<file path="src/rtl/itf_pkg.sv">
// shared constants, types and the digit character function of the formatter
`timescale 1ns / 1ps

package itf_pkg;

   localparam int VALUE_BITS_DEF = 32;
   localparam int MAX_DIGITS_DEF = 32;
   localparam int MAX_WIDTH_DEF  = 64;

   localparam int BASE_W   = 6;
   localparam int WIDTH_W  = 8;
   localparam int PREC_W   = 6;
   localparam int FLAG_W   = 7;
   localparam int CHAR_W   = 8;
   localparam int CNT_W    = 9;
   localparam int DIV_BITS = 8;

   localparam logic [BASE_W-1:0] BASE_MIN   = 6'd2;
   localparam logic [BASE_W-1:0] BASE_MAX   = 6'd36;
   localparam logic [BASE_W-1:0] BASE_OCT   = 6'd8;
   localparam logic [BASE_W-1:0] BASE_HEX   = 6'd16;
   localparam logic [BASE_W-1:0] DEC_DIGITS = 6'd10;

   localparam int FLAG_LEFT    = 0;
   localparam int FLAG_ZEROPAD = 1;
   localparam int FLAG_PLUS    = 2;
   localparam int FLAG_SPACE   = 3;
   localparam int FLAG_PREFIX  = 4;
   localparam int FLAG_LOWER   = 5;
   localparam int FLAG_SIGNED  = 6;

   localparam logic [CHAR_W-1:0] CHAR_NUL   = 8'h00;
   localparam logic [CHAR_W-1:0] CHAR_SPACE = 8'h20;
   localparam logic [CHAR_W-1:0] CHAR_PLUS  = 8'h2B;
   localparam logic [CHAR_W-1:0] CHAR_MINUS = 8'h2D;
   localparam logic [CHAR_W-1:0] CHAR_ZERO  = 8'h30;
   localparam logic [CHAR_W-1:0] CHAR_A_UP  = 8'h41;
   localparam logic [CHAR_W-1:0] CHAR_X_UP  = 8'h58;
   localparam logic [CHAR_W-1:0] CHAR_A_LO  = 8'h61;
   localparam logic [CHAR_W-1:0] CHAR_X_LO  = 8'h78;

   typedef struct packed {
      logic load;
      logic err;
      logic div_step;
      logic calc_len;
      logic calc_pos;
      logic emit_step;
   } ctrl_cmd_type;

   typedef struct packed {
      logic bad_base;
      logic digit_end;
      logic quot_zero;
      logic digits_full;
      logic emit_none;
      logic emit_last;
   } dp_status_type;

   function automatic logic [CHAR_W-1:0] digit_char(input logic [BASE_W-1:0] d,
                                                    input logic lower);
      logic [CHAR_W-1:0] d8;
      d8 = CHAR_W'(d);
      if (d < DEC_DIGITS) begin
         return CHAR_ZERO + d8;
      end else if (lower) begin
         return CHAR_A_LO + d8 - CHAR_W'(DEC_DIGITS);
      end else begin
         return CHAR_A_UP + d8 - CHAR_W'(DEC_DIGITS);
      end
   endfunction

endpackage

</file>
<file path="src/rtl/itf_ram.sv">
// generic single-port-write ram with registered read
`timescale 1ns / 1ps

module itf_ram #(
   parameter int WIDTH = 6,
   parameter int DEPTH = 32
) (
   input  logic                     clock,
   input  logic                     wr_en,
   input  logic [$clog2(DEPTH)-1:0] wr_addr,
   input  logic [WIDTH-1:0]         wr_data,
   input  logic                     rd_en,
   input  logic [$clog2(DEPTH)-1:0] rd_addr,
   output logic [WIDTH-1:0]         rd_data
);

   logic [WIDTH-1:0] mem_ff [DEPTH];
   logic [WIDTH-1:0] rd_data_ff;

   always_ff @(posedge clock) begin
      if (wr_en) begin
         mem_ff[wr_addr] <= wr_data;
      end
      if (rd_en) begin
         rd_data_ff <= mem_ff[rd_addr];
      end
   end

   assign rd_data = rd_data_ff;

endmodule

</file>
<file path="src/rtl/itf_ctrl.sv">
// sequencing state machine of the formatter
`timescale 1ns / 1ps

module itf_ctrl (
   input  logic                  clock,
   input  logic                  reset,
   input  logic                  start,
   output logic                  busy,
   input  itf_pkg::dp_status_type status,
   output itf_pkg::ctrl_cmd_type  cmd
);

   typedef enum logic [2:0] {S_IDLE, S_DIV, S_LEN, S_POS, S_EMIT} state_type;

   state_type state_ff, state_in;
   logic      busy_ff, busy_in;

   always_comb begin
      cmd      = '0;
      state_in = state_ff;
      case (state_ff)
         S_IDLE: begin
            if (start) begin
               if (status.bad_base) begin
                  cmd.err = 1'b1;
               end else begin
                  cmd.load = 1'b1;
                  state_in = S_DIV;
               end
            end
         end
         S_DIV: begin
            cmd.div_step = 1'b1;
            if (status.digit_end && (status.quot_zero || status.digits_full)) begin
               state_in = S_LEN;
            end
         end
         S_LEN: begin
            cmd.calc_len = 1'b1;
            state_in     = S_POS;
         end
         S_POS: begin
            cmd.calc_pos = 1'b1;
            state_in     = S_EMIT;
         end
         S_EMIT: begin
            if (status.emit_none) begin
               state_in = S_IDLE;
            end else begin
               cmd.emit_step = 1'b1;
               if (status.emit_last) begin
                  state_in = S_IDLE;
               end
            end
         end
         default: state_in = S_IDLE;
      endcase
      busy_in = (state_in != S_IDLE);
   end

   always_ff @(posedge clock) begin
      if (reset) begin
         state_ff <= S_IDLE;
         busy_ff  <= 1'b0;
      end else begin
         state_ff <= state_in;
         busy_ff  <= busy_in;
      end
   end

   assign busy = busy_ff;

endmodule

</file>
<file path="src/rtl/itf_datapath.sv">
// digit extraction, field layout and character generation of the formatter
`timescale 1ns / 1ps

module itf_datapath #(
   parameter int VALUE_BITS = itf_pkg::VALUE_BITS_DEF,
   parameter int MAX_DIGITS = itf_pkg::MAX_DIGITS_DEF,
   parameter int MAX_WIDTH  = itf_pkg::MAX_WIDTH_DEF
) (
   input  logic                                clock,
   input  logic                                reset,
   input  logic [VALUE_BITS-1:0]               req_value,
   input  logic [itf_pkg::BASE_W-1:0]          req_base,
   input  logic signed [itf_pkg::WIDTH_W-1:0]  req_width,
   input  logic [itf_pkg::PREC_W-1:0]          req_precision,
   input  logic [itf_pkg::FLAG_W-1:0]          req_format_flags,
   input  itf_pkg::ctrl_cmd_type               cmd,
   output itf_pkg::dp_status_type              status,
   output logic                                rsp_strobe,
   output logic [itf_pkg::CHAR_W-1:0]          rsp_out_char,
   output logic                                rsp_last_char,
   output logic                                rsp_bad_base
);

   localparam int DB         = itf_pkg::DIV_BITS;
   localparam int DIV_CYCLES = (VALUE_BITS + DB - 1) / DB;
   localparam int PAD_BITS   = DIV_CYCLES * DB;
   localparam int DC_W       = $clog2(DIV_CYCLES + 1);
   localparam int ND_W       = $clog2(MAX_DIGITS + 1);
   localparam int AW         = $clog2(MAX_DIGITS);
   localparam int CW         = itf_pkg::CNT_W;
   localparam int SW         = itf_pkg::CNT_W + 1;
   localparam int BW         = itf_pkg::BASE_W;
   localparam int WW         = itf_pkg::WIDTH_W;
   localparam int PW         = itf_pkg::PREC_W;
   localparam logic signed [WW-1:0] WIDTH_CAP = WW'(MAX_WIDTH);
   localparam logic [PW-1:0]        PREC_CAP  = PW'(MAX_WIDTH - 3);

   typedef enum logic [2:0] {K_SPACE, K_SIGN, K_ZERO, K_X, K_DIGIT, K_ERR} kind_type;

   // division state
   logic [PAD_BITS-1:0] work_ff, work_in;
   logic [BW-1:0]       rem_ff, rem_in;
   logic [DC_W-1:0]     divc_ff, divc_in;
   logic [ND_W-1:0]     nd_ff, nd_in;

   // captured item
   logic [BW-1:0]                  base_ff, base_in;
   logic signed [WW-1:0]           width_ff, width_in;
   logic [PW-1:0]                  prec_ff, prec_in;
   logic                           has_sign_ff, has_sign_in;
   logic [itf_pkg::CHAR_W-1:0]     sign_char_ff, sign_char_in;
   logic [1:0]                     pc_ff, pc_in;
   logic                           lower_ff, lower_in;
   logic                           left_ff, left_in;
   logic                           zp_ff, zp_in;

   // field layout
   logic [CW-1:0] lead_ff, lead_in, zc_ff, zc_in, dig_ff, dig_in, trail_ff, trail_in;
   logic [CW-1:0] b1_ff, b1_in, b2_ff, b2_in, b3_ff, b3_in, b4_ff, b4_in, b5_ff, b5_in;
   logic [CW-1:0] n_ff, n_in, idx_ff, idx_in;

   // output beat
   logic     strobe_ff, strobe_in;
   logic     last_ff, last_in;
   kind_type kind_ff, kind_in;

   // combinational helpers
   logic                     neg;
   logic [VALUE_BITS-1:0]    mag;
   logic [BW-1:0]            r;
   logic [BW:0]              t;
   logic [DB-1:0]            q;
   logic [PAD_BITS-1:0]      work_next;
   logic signed [SW-1:0]     off0, nd_s, prec_s, tl, show, spare, r_pad;
   logic                     short_w;
   logic [CW-1:0]            tot, dig_addr;
   logic [BW-1:0]            rd_data;
   logic                     wr_en;
   logic [itf_pkg::FLAG_W-1:0] fl;
   int                       j;

   // one radix digit: DB restoring steps per cycle on a narrow remainder
   always_comb begin
      r = rem_ff;
      q = '0;
      t = '0;
      for (j = 0; j < DB; j++) begin
         t = {r, work_ff[PAD_BITS-1-j]};
         if (t >= {1'b0, base_ff}) begin
            t            = t - {1'b0, base_ff};
            q[DB-1-j]    = 1'b1;
         end
         r = t[BW-1:0];
      end
      work_next = (work_ff << DB) | PAD_BITS'(q);
   end

   always_comb begin
      fl  = req_format_flags;
      neg = fl[itf_pkg::FLAG_SIGNED] && req_value[VALUE_BITS-1];
      mag = neg ? (~req_value + VALUE_BITS'(1)) : req_value;

      off0    = $signed({{(SW-WW){width_ff[WW-1]}}, width_ff})
                - $signed(SW'(has_sign_ff)) - $signed(SW'(pc_ff));
      nd_s    = $signed(SW'(nd_ff));
      prec_s  = $signed(SW'(prec_ff));
      tl      = (nd_s > prec_s) ? nd_s : prec_s;
      short_w = (off0 >= 0) && (off0 < tl);
      show    = nd_s + off0 - tl;
      spare   = off0 - tl;
      r_pad   = (spare > 0) ? spare : '0;
      tot     = '0;

      work_in      = work_ff;
      rem_in       = rem_ff;
      divc_in      = divc_ff;
      nd_in        = nd_ff;
      base_in      = base_ff;
      width_in     = width_ff;
      prec_in      = prec_ff;
      has_sign_in  = has_sign_ff;
      sign_char_in = sign_char_ff;
      pc_in        = pc_ff;
      lower_in     = lower_ff;
      left_in      = left_ff;
      zp_in        = zp_ff;
      lead_in      = lead_ff;
      zc_in        = zc_ff;
      dig_in       = dig_ff;
      trail_in     = trail_ff;
      b1_in        = b1_ff;
      b2_in        = b2_ff;
      b3_in        = b3_ff;
      b4_in        = b4_ff;
      b5_in        = b5_ff;
      n_in         = n_ff;
      idx_in       = idx_ff;
      strobe_in    = 1'b0;
      last_in      = last_ff;
      kind_in      = kind_ff;
      wr_en        = 1'b0;
      dig_addr     = b5_ff - idx_ff - CW'(1);

      if (cmd.load) begin
         work_in  = PAD_BITS'(mag);
         rem_in   = '0;
         divc_in  = '0;
         nd_in    = '0;
         base_in  = req_base;
         width_in = (req_width > WIDTH_CAP) ? WIDTH_CAP : req_width;
         prec_in  = (req_precision > PREC_CAP) ? PREC_CAP : req_precision;
         lower_in = fl[itf_pkg::FLAG_LOWER];
         left_in  = fl[itf_pkg::FLAG_LEFT];
         // left justification cancels zero padding
         zp_in    = fl[itf_pkg::FLAG_ZEROPAD] && !fl[itf_pkg::FLAG_LEFT];
         has_sign_in  = neg || fl[itf_pkg::FLAG_PLUS] || fl[itf_pkg::FLAG_SPACE];
         sign_char_in = neg ? itf_pkg::CHAR_MINUS :
                        fl[itf_pkg::FLAG_PLUS] ? itf_pkg::CHAR_PLUS : itf_pkg::CHAR_SPACE;
         pc_in = '0;
         if (fl[itf_pkg::FLAG_PREFIX]) begin
            if (req_base == itf_pkg::BASE_HEX) begin
               pc_in = 2'd2;
            end else if (req_base == itf_pkg::BASE_OCT) begin
               pc_in = 2'd1;
            end
         end
      end

      if (cmd.div_step) begin
         if (divc_ff == DC_W'(DIV_CYCLES - 1)) begin
            wr_en   = 1'b1;
            nd_in   = nd_ff + ND_W'(1);
            rem_in  = '0;
            divc_in = '0;
         end else begin
            rem_in  = r;
            divc_in = divc_ff + DC_W'(1);
         end
         work_in = work_next;
      end

      if (cmd.calc_len) begin
         if (short_w) begin
            // only the low-order digits survive, no padding
            lead_in  = '0;
            zc_in    = '0;
            dig_in   = (show > 0) ? CW'(show) : '0;
            trail_in = '0;
         end else begin
            lead_in  = (!zp_ff && !left_ff) ? CW'(r_pad) : '0;
            zc_in    = (zp_ff ? CW'(r_pad) : '0) + CW'(tl - nd_s);
            dig_in   = CW'(nd_ff);
            trail_in = left_ff ? CW'(r_pad) : '0;
         end
      end

      if (cmd.calc_pos) begin
         b1_in  = lead_ff;
         b2_in  = lead_ff + CW'(has_sign_ff);
         b3_in  = b2_in + CW'(pc_ff);
         b4_in  = b3_in + zc_ff;
         b5_in  = b4_in + dig_ff;
         idx_in = '0;
         // total length, capped at the field maximum
         tot    = b5_in + trail_ff;
         n_in   = (tot > CW'(MAX_WIDTH)) ? CW'(MAX_WIDTH) : tot;
      end

      if (cmd.emit_step) begin
         strobe_in = 1'b1;
         last_in   = (idx_ff == n_ff - CW'(1));
         idx_in    = idx_ff + CW'(1);
         if (idx_ff < b1_ff) begin
            kind_in = K_SPACE;
         end else if (idx_ff < b2_ff) begin
            kind_in = K_SIGN;
         end else if (idx_ff < b3_ff) begin
            kind_in = (idx_ff == b2_ff) ? K_ZERO : K_X;
         end else if (idx_ff < b4_ff) begin
            kind_in = K_ZERO;
         end else if (idx_ff < b5_ff) begin
            kind_in = K_DIGIT;
         end else begin
            kind_in = K_SPACE;
         end
      end

      if (cmd.err) begin
         strobe_in = 1'b1;
         last_in   = 1'b1;
         kind_in   = K_ERR;
      end
   end

   always_ff @(posedge clock) begin
      if (reset) begin
         strobe_ff <= 1'b0;
      end else begin
         strobe_ff <= strobe_in;
      end
      work_ff      <= work_in;
      rem_ff       <= rem_in;
      divc_ff      <= divc_in;
      nd_ff        <= nd_in;
      base_ff      <= base_in;
      width_ff     <= width_in;
      prec_ff      <= prec_in;
      has_sign_ff  <= has_sign_in;
      sign_char_ff <= sign_char_in;
      pc_ff        <= pc_in;
      lower_ff     <= lower_in;
      left_ff      <= left_in;
      zp_ff        <= zp_in;
      lead_ff      <= lead_in;
      zc_ff        <= zc_in;
      dig_ff       <= dig_in;
      trail_ff     <= trail_in;
      b1_ff        <= b1_in;
      b2_ff        <= b2_in;
      b3_ff        <= b3_in;
      b4_ff        <= b4_in;
      b5_ff        <= b5_in;
      n_ff         <= n_in;
      idx_ff       <= idx_in;
      last_ff      <= last_in;
      kind_ff      <= kind_in;
   end

   itf_ram #(
      .WIDTH (BW),
      .DEPTH (MAX_DIGITS)
   ) u_digit_store (
      .clock   (clock),
      .wr_en   (wr_en),
      .wr_addr (nd_ff[AW-1:0]),
      .wr_data (r),
      .rd_en   (cmd.emit_step),
      .rd_addr (dig_addr[AW-1:0]),
      .rd_data (rd_data)
   );

   always_comb begin
      status.bad_base    = (req_base < itf_pkg::BASE_MIN) || (req_base > itf_pkg::BASE_MAX);
      status.digit_end   = (divc_ff == DC_W'(DIV_CYCLES - 1));
      status.quot_zero   = (work_next == '0);
      status.digits_full = ((nd_ff + ND_W'(1)) == ND_W'(MAX_DIGITS));
      status.emit_none   = (n_ff == '0);
      status.emit_last   = (idx_ff == n_ff - CW'(1));
   end

   always_comb begin
      case (kind_ff)
         K_SPACE: rsp_out_char = itf_pkg::CHAR_SPACE;
         K_SIGN:  rsp_out_char = sign_char_ff;
         K_ZERO:  rsp_out_char = itf_pkg::CHAR_ZERO;
         K_X:     rsp_out_char = lower_ff ? itf_pkg::CHAR_X_LO : itf_pkg::CHAR_X_UP;
         K_DIGIT: rsp_out_char = itf_pkg::digit_char(rd_data, lower_ff);
         default: rsp_out_char = itf_pkg::CHAR_NUL;
      endcase
   end

   assign rsp_strobe    = strobe_ff;
   assign rsp_last_char = last_ff;
   assign rsp_bad_base  = (kind_ff == K_ERR);

endmodule

</file>
<file path="src/rtl/integer_to_text_formatter.sv">
// top level of the printf-style integer to text formatter
`timescale 1ns / 1ps

// integer to text formatter: a number is taken when start is high and busy low;
// its characters then leave one per cycle on rsp_out_char with rsp_strobe high,
// the final one flagged by rsp_last_char. the receiver cannot stall, so every
// beat must be taken in the cycle it is shown. a base outside 2 to 36 gives a
// single error beat in the next cycle and leaves busy low. otherwise an item
// is loaded, then divided digit by digit in the shared divide unit (8 quotient
// bits a cycle), then laid out in a length step and a position step, then
// emitted one character per cycle, the last beat showing in the same cycle
// that busy falls. a short field width can leave no character at all, in
// which case no beat is given

module integer_to_text_formatter #(
   parameter int VALUE_BITS = itf_pkg::VALUE_BITS_DEF,
   parameter int MAX_DIGITS = itf_pkg::MAX_DIGITS_DEF,
   parameter int MAX_WIDTH  = itf_pkg::MAX_WIDTH_DEF
) (
   input  logic                                clock,
   input  logic                                reset,
   input  logic                                start,
   output logic                                busy,
   input  logic [VALUE_BITS-1:0]               req_value,
   input  logic [itf_pkg::BASE_W-1:0]          req_base,
   input  logic signed [itf_pkg::WIDTH_W-1:0]  req_width,
   input  logic [itf_pkg::PREC_W-1:0]          req_precision,
   input  logic [itf_pkg::FLAG_W-1:0]          req_format_flags,
   output logic                                rsp_strobe,
   output logic [itf_pkg::CHAR_W-1:0]          rsp_out_char,
   output logic                                rsp_last_char,
   output logic                                rsp_bad_base
);

   // command and status between sequencer and datapath
   itf_pkg::ctrl_cmd_type  cmd;
   itf_pkg::dp_status_type status;

   // sequencer: load, divide, layout, emit
   itf_ctrl u_ctrl (
      .clock  (clock),
      .reset  (reset),
      .start  (start),
      .busy   (busy),
      .status (status),
      .cmd    (cmd)
   );

   // datapath: divide unit, digit store, layout counters, output beat register
   itf_datapath #(
      .VALUE_BITS (VALUE_BITS),
      .MAX_DIGITS (MAX_DIGITS),
      .MAX_WIDTH  (MAX_WIDTH)
   ) u_datapath (
      .clock            (clock),
      .reset            (reset),
      .req_value        (req_value),
      .req_base         (req_base),
      .req_width        (req_width),
      .req_precision    (req_precision),
      .req_format_flags (req_format_flags),
      .cmd              (cmd),
      .status           (status),
      .rsp_strobe       (rsp_strobe),
      .rsp_out_char     (rsp_out_char),
      .rsp_last_char    (rsp_last_char),
      .rsp_bad_base     (rsp_bad_base)
   );

endmodule

</file>
<file path="config.mk">
export PLATFORM = sky130hd
export DESIGN_NAME = integer_to_text_formatter
export DESIGN_NICKNAME = d
export VERILOG_FILES = /design/src/rtl/itf_pkg.sv /design/src/rtl/itf_ram.sv /design/src/rtl/itf_ctrl.sv /design/src/rtl/itf_datapath.sv /design/src/rtl/integer_to_text_formatter.sv
export SDC_FILE = /design/constraint.sdc
export NUM_CORES = 1
export LEC_CHECK = 0
export BUFFER_PORTS_ARGS = -buffer_cell sky130_fd_sc_hd__buf_2
export CAP_MARGIN = 30
export CORE_MARGIN = 2
export CORE_UTILIZATION = 31
export DETAILED_ROUTE_END_ITERATION = 10
export GPL_TIMING_DRIVEN = 0
export SYNTH_ARGS = -nofsm -noshare
export SYNTH_HDL_FRONTEND = slang
export SYNTH_SLANG_ARGS = --single-unit
</file>
<file path="constraint.sdc">
create_clock -name clock -period 52 [get_ports clock]
set_input_delay 15.6 -clock clock [delete_from_list [all_inputs] [get_ports clock]]
set_output_delay 15.6 -clock clock [all_outputs]
set_load 0.1 [all_outputs]
</file>
After elaboration in Yosys (flattened, before gate mapping)
Memory sizes are Yosys's and may differ from the RTL's. A register that Yosys moved wholly into a read port is not among the register bits.
Cells that the tools add are included.
{"block": "totals", "reg_bits": 189, "ram_bits": 192, "in_bits": 62, "out_inout_bits": 12, "word_cells": 200, "n_memories": 1}
{"memory": "u_datapath.u_digit_store.mem_ff", "depth": 32, "width": 6, "rd": 1, "rd_ports_with_merged_regs": 1, "wr": 1, "line_no": "itf_ram.sv:17", "rtl": "logic [WIDTH-1:0] mem_ff [DEPTH];"}
{"block": "classes", "add_sub_neg": 32, "n_lt_le_gt_ge": 24, "n_eq_ne": 15, "mux": 69, "bitwise_logic": 5, "n_reduce_logical": 23}
{"cell": "6-bit two-way mux", "count": 18}
{"cell": "32-bit two-way mux", "count": 3}
{"cell": "7-bit by 6-bit >= comparator with 1-bit output", "count": 8}
{"cell": "6-bit subtractor", "count": 8}
{"cell": "9-bit < comparator", "count": 5}
{"cell": "8-bit case mux with 5 select lines", "count": 1}
{"cell": "3-bit two-way mux", "count": 13}
{"cell": "9-bit adder", "count": 4}
{"cell": "9-bit two-way mux", "count": 4}
{"cell": "32-bit by 1-bit adder with 32-bit output (second input constant)", "count": 1}
{"cell": "32-bit zero test", "count": 1}
{"cell": "32-bit NOT", "count": 1}
{"cell": "32-bit by 8-bit OR with 32-bit output", "count": 1}
{"cell": "1-bit two-way mux", "count": 23}
{"cell": "10-bit by 1-bit > comparator with 1-bit output (second input constant)", "count": 2}
{"cell": "10-bit by 7-bit subtractor with 10-bit output", "count": 2}
{"cell": "9-bit == test", "count": 2}
{"cell": "7-bit by 6-bit adder with 8-bit output (first input constant)", "count": 2}
{"cell": "8-bit two-way mux", "count": 2}
{"cell": "8-bit by 4-bit subtractor with 8-bit output (second input constant)", "count": 2}
{"cell": "3-bit by 2-bit == test with 1-bit output (second input constant)", "count": 5}
{"cell": "3-bit case mux with 5 select lines", "count": 1}
{"cell": "6-bit > comparator (second input constant)", "count": 2}
{"cell": "7-bit by 10-bit adder with 10-bit output", "count": 1}
{"cell": "other kinds (36)", "count": 56}

Depth between registers and ports, before layout
{"block": "depth", "word_depth": 23, "mapped_depth": 80, "mapped_depth_nobuf": 77}

Hierarchy
From an unflattened synthesis, not the netlist that was laid out.
{"block": "hier_totals", "hier_cells": 1902, "hier_area_um2": 22690.5}
{"module": "itf_datapath", "instances": 1, "cells_each": 1553, "area_per_inst_um2": 14809.2, "seq_area_each_um2": 5295.1}
{"module": "itf_ram", "instances": 1, "cells_each": 323, "area_per_inst_um2": 7649.8, "seq_area_each_um2": 5945.7}
{"module": "itf_ctrl", "instances": 1, "cells_each": 26, "area_per_inst_um2": 231.5, "seq_area_each_um2": 80.1}

Least setup slack after synthesis
Ideal clock, no wire load.
{"block": "synth_timing", "path_type": "flip-flop to output port", "from": "reg u_datapath.u_digit_store.rd_data_ff[4], in the netlist u_datapath.u_digit_store.rd_data[4], read port of u_datapath.u_digit_store.mem_ff", "to": "out rsp_out_char[3] (netlist bit)", "t_arrival_ps": 3489, "required_time_ps": 36400, "path_slack_ps": 32911, "path_stages_with_launch": 8, "path_buffers": 0, "path_cell_list": "edfxtp_1 inv_1 ha_1 nand2_1 o21ai_1 nand2_1 xor2_1 o21ai_0"}
{"block": "synth_between", "elab_chain_cells": 3}
{"item": "start: declaration", "line_no": "itf_ram.sv:18", "rtl": "logic [WIDTH-1:0] rd_data_ff;"}
{"item": "6-bit by 4-bit < comparator with 1-bit output", "line_no": "itf_pkg.sv:64", "rtl": "if (d < DEC_DIGITS) begin"}
{"item": "8-bit two-way mux", "line_no": "itf_pkg.sv:64"}
{"item": "8-bit case mux with 5 select lines", "line_no": "itf_datapath.sv:292", "rtl": "case (kind_ff)"}
{"item": "end: declaration", "line_no": "integer_to_text_formatter.sv:30", "rtl": "output logic [itf_pkg::CHAR_W-1:0] rsp_out_char,"}
No other way between the ends.

Worst setup path after layout
{"block": "layout_timing", "from": "reg u_datapath.base_ff[1]", "to": "mem u_datapath.u_digit_store.mem_ff[26][2], data pin"}
{"block": "layout_between", "elab_chain_cells": 16}
{"item": "start: declaration", "line_no": "itf_datapath.sv:47", "rtl": "logic [BW-1:0] base_ff, base_in;"}
{"item": "start signal: assignment", "line_no": "itf_datapath.sv:245", "rtl": "base_ff <= base_in;"}
{"item": "6-bit subtractor or 7-bit by 6-bit >= comparator with 1-bit output (tied branches)", "line_no": "itf_datapath.sv:90, itf_datapath.sv:89"}
{"item": "6-bit two-way mux", "line_no": "itf_datapath.sv:89", "rtl": "if (t >= {1'b0, base_ff}) begin"}
{"item": "6-bit subtractor or 7-bit by 6-bit >= comparator with 1-bit output (tied branches)", "line_no": "itf_datapath.sv:90, itf_datapath.sv:89"}
{"item": "6-bit two-way mux", "line_no": "itf_datapath.sv:89"}
{"item": "6-bit subtractor or 7-bit by 6-bit >= comparator with 1-bit output (tied branches)", "line_no": "itf_datapath.sv:90, itf_datapath.sv:89"}
{"item": "6-bit two-way mux", "line_no": "itf_datapath.sv:89"}
{"item": "6-bit subtractor or 7-bit by 6-bit >= comparator with 1-bit output (tied branches)", "line_no": "itf_datapath.sv:90, itf_datapath.sv:89"}
{"item": "6-bit two-way mux", "line_no": "itf_datapath.sv:89"}
{"item": "6-bit subtractor or 7-bit by 6-bit >= comparator with 1-bit output (tied branches)", "line_no": "itf_datapath.sv:90, itf_datapath.sv:89"}
{"item": "6-bit two-way mux", "line_no": "itf_datapath.sv:89"}
{"item": "7-bit by 6-bit >= comparator with 1-bit output or 6-bit subtractor (tied branches)", "line_no": "itf_datapath.sv:89, itf_datapath.sv:90"}
{"item": "6-bit two-way mux", "line_no": "itf_datapath.sv:89"}
{"item": "6-bit subtractor or 7-bit by 6-bit >= comparator with 1-bit output (tied branches)", "line_no": "itf_datapath.sv:90, itf_datapath.sv:89"}
{"item": "6-bit two-way mux", "line_no": "itf_datapath.sv:89"}
{"item": "6-bit subtractor or 7-bit by 6-bit >= comparator with 1-bit output (tied branches)", "line_no": "itf_datapath.sv:90, itf_datapath.sv:89"}
{"item": "6-bit two-way mux (*)", "line_no": "itf_datapath.sv:89"}
{"item": "net u_datapath.t[2]", "line_no": "itf_datapath.sv:71", "rtl": "logic [BW:0] t;"}
{"item": "end: declaration", "line_no": "itf_ram.sv:17"}
Mark *: on every way through the listed nets, which the timed path passes. The rest lies on a longest branch.

==> run summary <==
Placed Area = 0.0245 mm^2
Core Box Area = 0.0727 mm^2
Initial antenna violation count = 5
Largest net degree at the start of global routing = 42
Fillers = 7020
Number of CTS-inserted buffers = 40
Design Area, Final = 0.0259 mm^2
Setup TNS = 0 ns
Global-route congestion overflow total = 0
Fmax = 51.1 MHz
Die area = 0.0754 mm^2
Hold Violations, Final = 0
Post-synth cell types = 85
CP arrival = 19.98 ns
Crit path top cell by count = a21o_1
Worst Setup SP = u_datapath.base_ff[1]$_DFFE_PP_
Post-CTS setup buffers = 0
Pre-CTS WS = 31.85 ns
CTS tree = yes
CTS HTree Levels = 2
Crit Path Max Fanout = 17
Vias in the first global route = 15368
Worst r2r src = u_datapath.base_ff[1]$_DFFE_PP_
Area grow syn2layout = 13.9%
# DRC = 0
Share of cells above drive strength 1 = 13.1%
Die X = 275 um
Synthesized area = 0.0227 mm^2
Post-layout minimum cycle time = 19.57 ns
Worst clock skew = 0.0177 ns
Worst hold path startpoint = u_datapath.lead_ff[0]$_SDFFCE_PP0P_
Post-Route WL = 54.0 mm
Syn_area_per_cell = 12.0 um^2
DRT antenna net count = 0
Pre-antenna DRT Iters = 5
Cells after synthesis = 1893
FFs w/ async S/R, synth = 0%
First-pass GRT wire length = 84.7 mm
Row count = 99
Nets@finish = 2285
Die height = 275 um
Via Count = 15087
Crit path max-delay family = compound AO/OA/AOI/OAI gates
DPL Wire Length = 41.9 mm
Most frequent cells in the layout = 367 x edfxtp_1, 180 x inv_1, 174 x ha_1
Bufs on Longest Clock Path = 3
RSZ-0062 raised after global routing = no
Routed length per instance = 17.9 um
Setup ws final = 32.43 ns
#FFs+latches synth = 382
Critical path endpoint category = register
Synth Flop Type = edfxtp_1
Worst path bufs/invs = 7
Status = completed
Hold Crit Class = reg2reg
Io pins = 74
Initial Util = 31.2%
Later-pin clock latency in the skew report = 0.56 ns
Final Max Tran Viols = 0
Final setup violation count = 0
Most common cell after layout, fill and taps aside = edfxtp_1
Startpoint Class = register
Relative slew slack = 28.0%
Gr usage total = 14.3%
Critical-path top delay cell = edfxtp_1
MaxCap Viol Count = 0
Clock-pin slew on the worst setup and hold paths = 0.06 ns
Hold-fix buffers, CTS = 0
Vias/cell = 5.01
CP peak stage delay = 0.72 ns
Worst Path Required = 52.40 ns
Least-Margin Pin Slew = 1.07 ns
Min Hold Slack = 0.479 ns
Starting DRC count in detailed routing = 954
Port Buffers = 73
Final GP Congestion = 0.880
Number of synthesized flops with an enable pin = 367
Critical path type = reg2reg
Clock tree sinks = 382
Fin crit share = 37.6%
Root Driver = clkbuf_16
Yosys warns = 0
Sequential-to-total area share from yosys stat = 49.8%
Gates resized, CTS repair = 0
flip-flops by register name, indices dropped and copies added, names as in the netlist, 6 cells and up:
signal and count:
u_datapath.work_ff 32, u_datapath.b1_ff 9, u_datapath.base_ff 6, u_datapath.rem_ff 6, u_datapath.dig_ff 9, u_datapath.b3_ff 9, u_datapath.b4_ff 9, u_datapath.u_digit_store.rd_data 6
u_datapath.b2_ff 9, u_datapath.idx_ff 9, u_datapath.zc_ff 9, u_datapath.b5_ff 9, u_datapath.lead_ff 9, u_datapath.n_ff 9, u_datapath.nd_ff 6, u_datapath.u_digit_store.mem_ff 192
u_datapath.trail_ff 9, u_datapath.width_ff 8, u_datapath.prec_ff 6
cell type report:
cell class	instances	area, um^2	share of cell area, %
Antenna cell	1	2.50	0.00968
Buffer	42	170	0.658
Clock buffer	51	1110	4.31
Clock inverter	23	216	0.837
Inverter	181	679	2.63
Multi-Input combinational cell	1289	10600	40.9
Sequential cell	382	11300	43.8
Tap cell	959	1200	4.64
Timing Repair Buffer	85	586	2.26
Yosys cell counts (7+ instances only):
library cell | count | share of area (%)
nand2_1 | 111 | 1.8
nand3b_1 | 7 | 0.23
ha_1 | 174 | 9.6
mux2_2 | 14 | 0.69
nand2b_1 | 25 | 0.69
o21a_1 | 12 | 0.40
xor2_1 | 51 | 2.0
nor4_1 | 14 | 0.39
inv_1 | 181 | 3.0
edfxtp_1 | 367 | 49
a31oi_1 | 13 | 0.36
or4_1 | 7 | 0.23
o31ai_1 | 7 | 0.23
nand3_1 | 29 | 0.64
or2_2 | 12 | 0.33
nor2_1 | 150 | 2.5
o21bai_1 | 15 | 0.50
nor3_1 | 25 | 0.55
clkbuf_1 | 34 | 0.56
o211ai_1 | 7 | 0.23
dfxtp_1 | 15 | 1.3
xnor2_1 | 90 | 3.5
and2_1 | 17 | 0.47
nand4_1 | 12 | 0.33
mux4_2 | 60 | 5.9
and3_1 | 14 | 0.39
nor2b_1 | 24 | 0.66
mux2i_1 | 22 | 0.97
fa_1 | 28 | 2.5
o21ai_0 | 85 | 1.9
or3_1 | 13 | 0.36
a21o_1 | 59 | 2.0
a21boi_0 | 8 | 0.26
a21oi_1 | 88 | 1.9
through the flow:
| step | std cells | util, % |
|---|---|---|
| after floorplan | 1894 | - |
| after global placement | 2926 | 33.4 |
| after detailed placement | 2935 | 33.7 |
| after CTS | 3009 | 35.5 |
| after global routing | 3013 | 35.6 |
| final | 3013 | 35.6 |
final timing paths:
check,end,depth (start not counted),slack (ns)
hold reg to reg,u_datapath.b1_ff[0]$_DFFE_PN_,0,0.48
hold / removal,u_datapath.b1_ff[0]$_DFFE_PN_,0,0.48
setup / recovery,u_datapath.u_digit_store.mem_ff[26][2]$_DFFE_PP_,75,32.43
setup reg to reg,u_datapath.u_digit_store.mem_ff[26][2]$_DFFE_PP_,75,32.43
routing by layer:
metal  global-route usage [%]  wire length [um]  vias up  part of all wire (%)
met5                        0                57        -                  0.11
met4                     4.55              1460        8                   2.7
met3                     2.21              2560       88                   4.7
met2                     24.5             25800      323                    48
met1                     18.7             24100     7446                    45
li1                         -                 -     7222                     -
logic make-up after synthesis:
logic type,synth area share [%]
mux,7.67
fa+ha+maj,12.1
flops,49.8
other cells,0.0165
xor+xnor,5.54
buf+inv,3.74
simple gates,10.4
compound gates,10.8
Power is not shown: default switching activity piles up to over one toggle a cycle in this logic, so the estimate is an artifact.
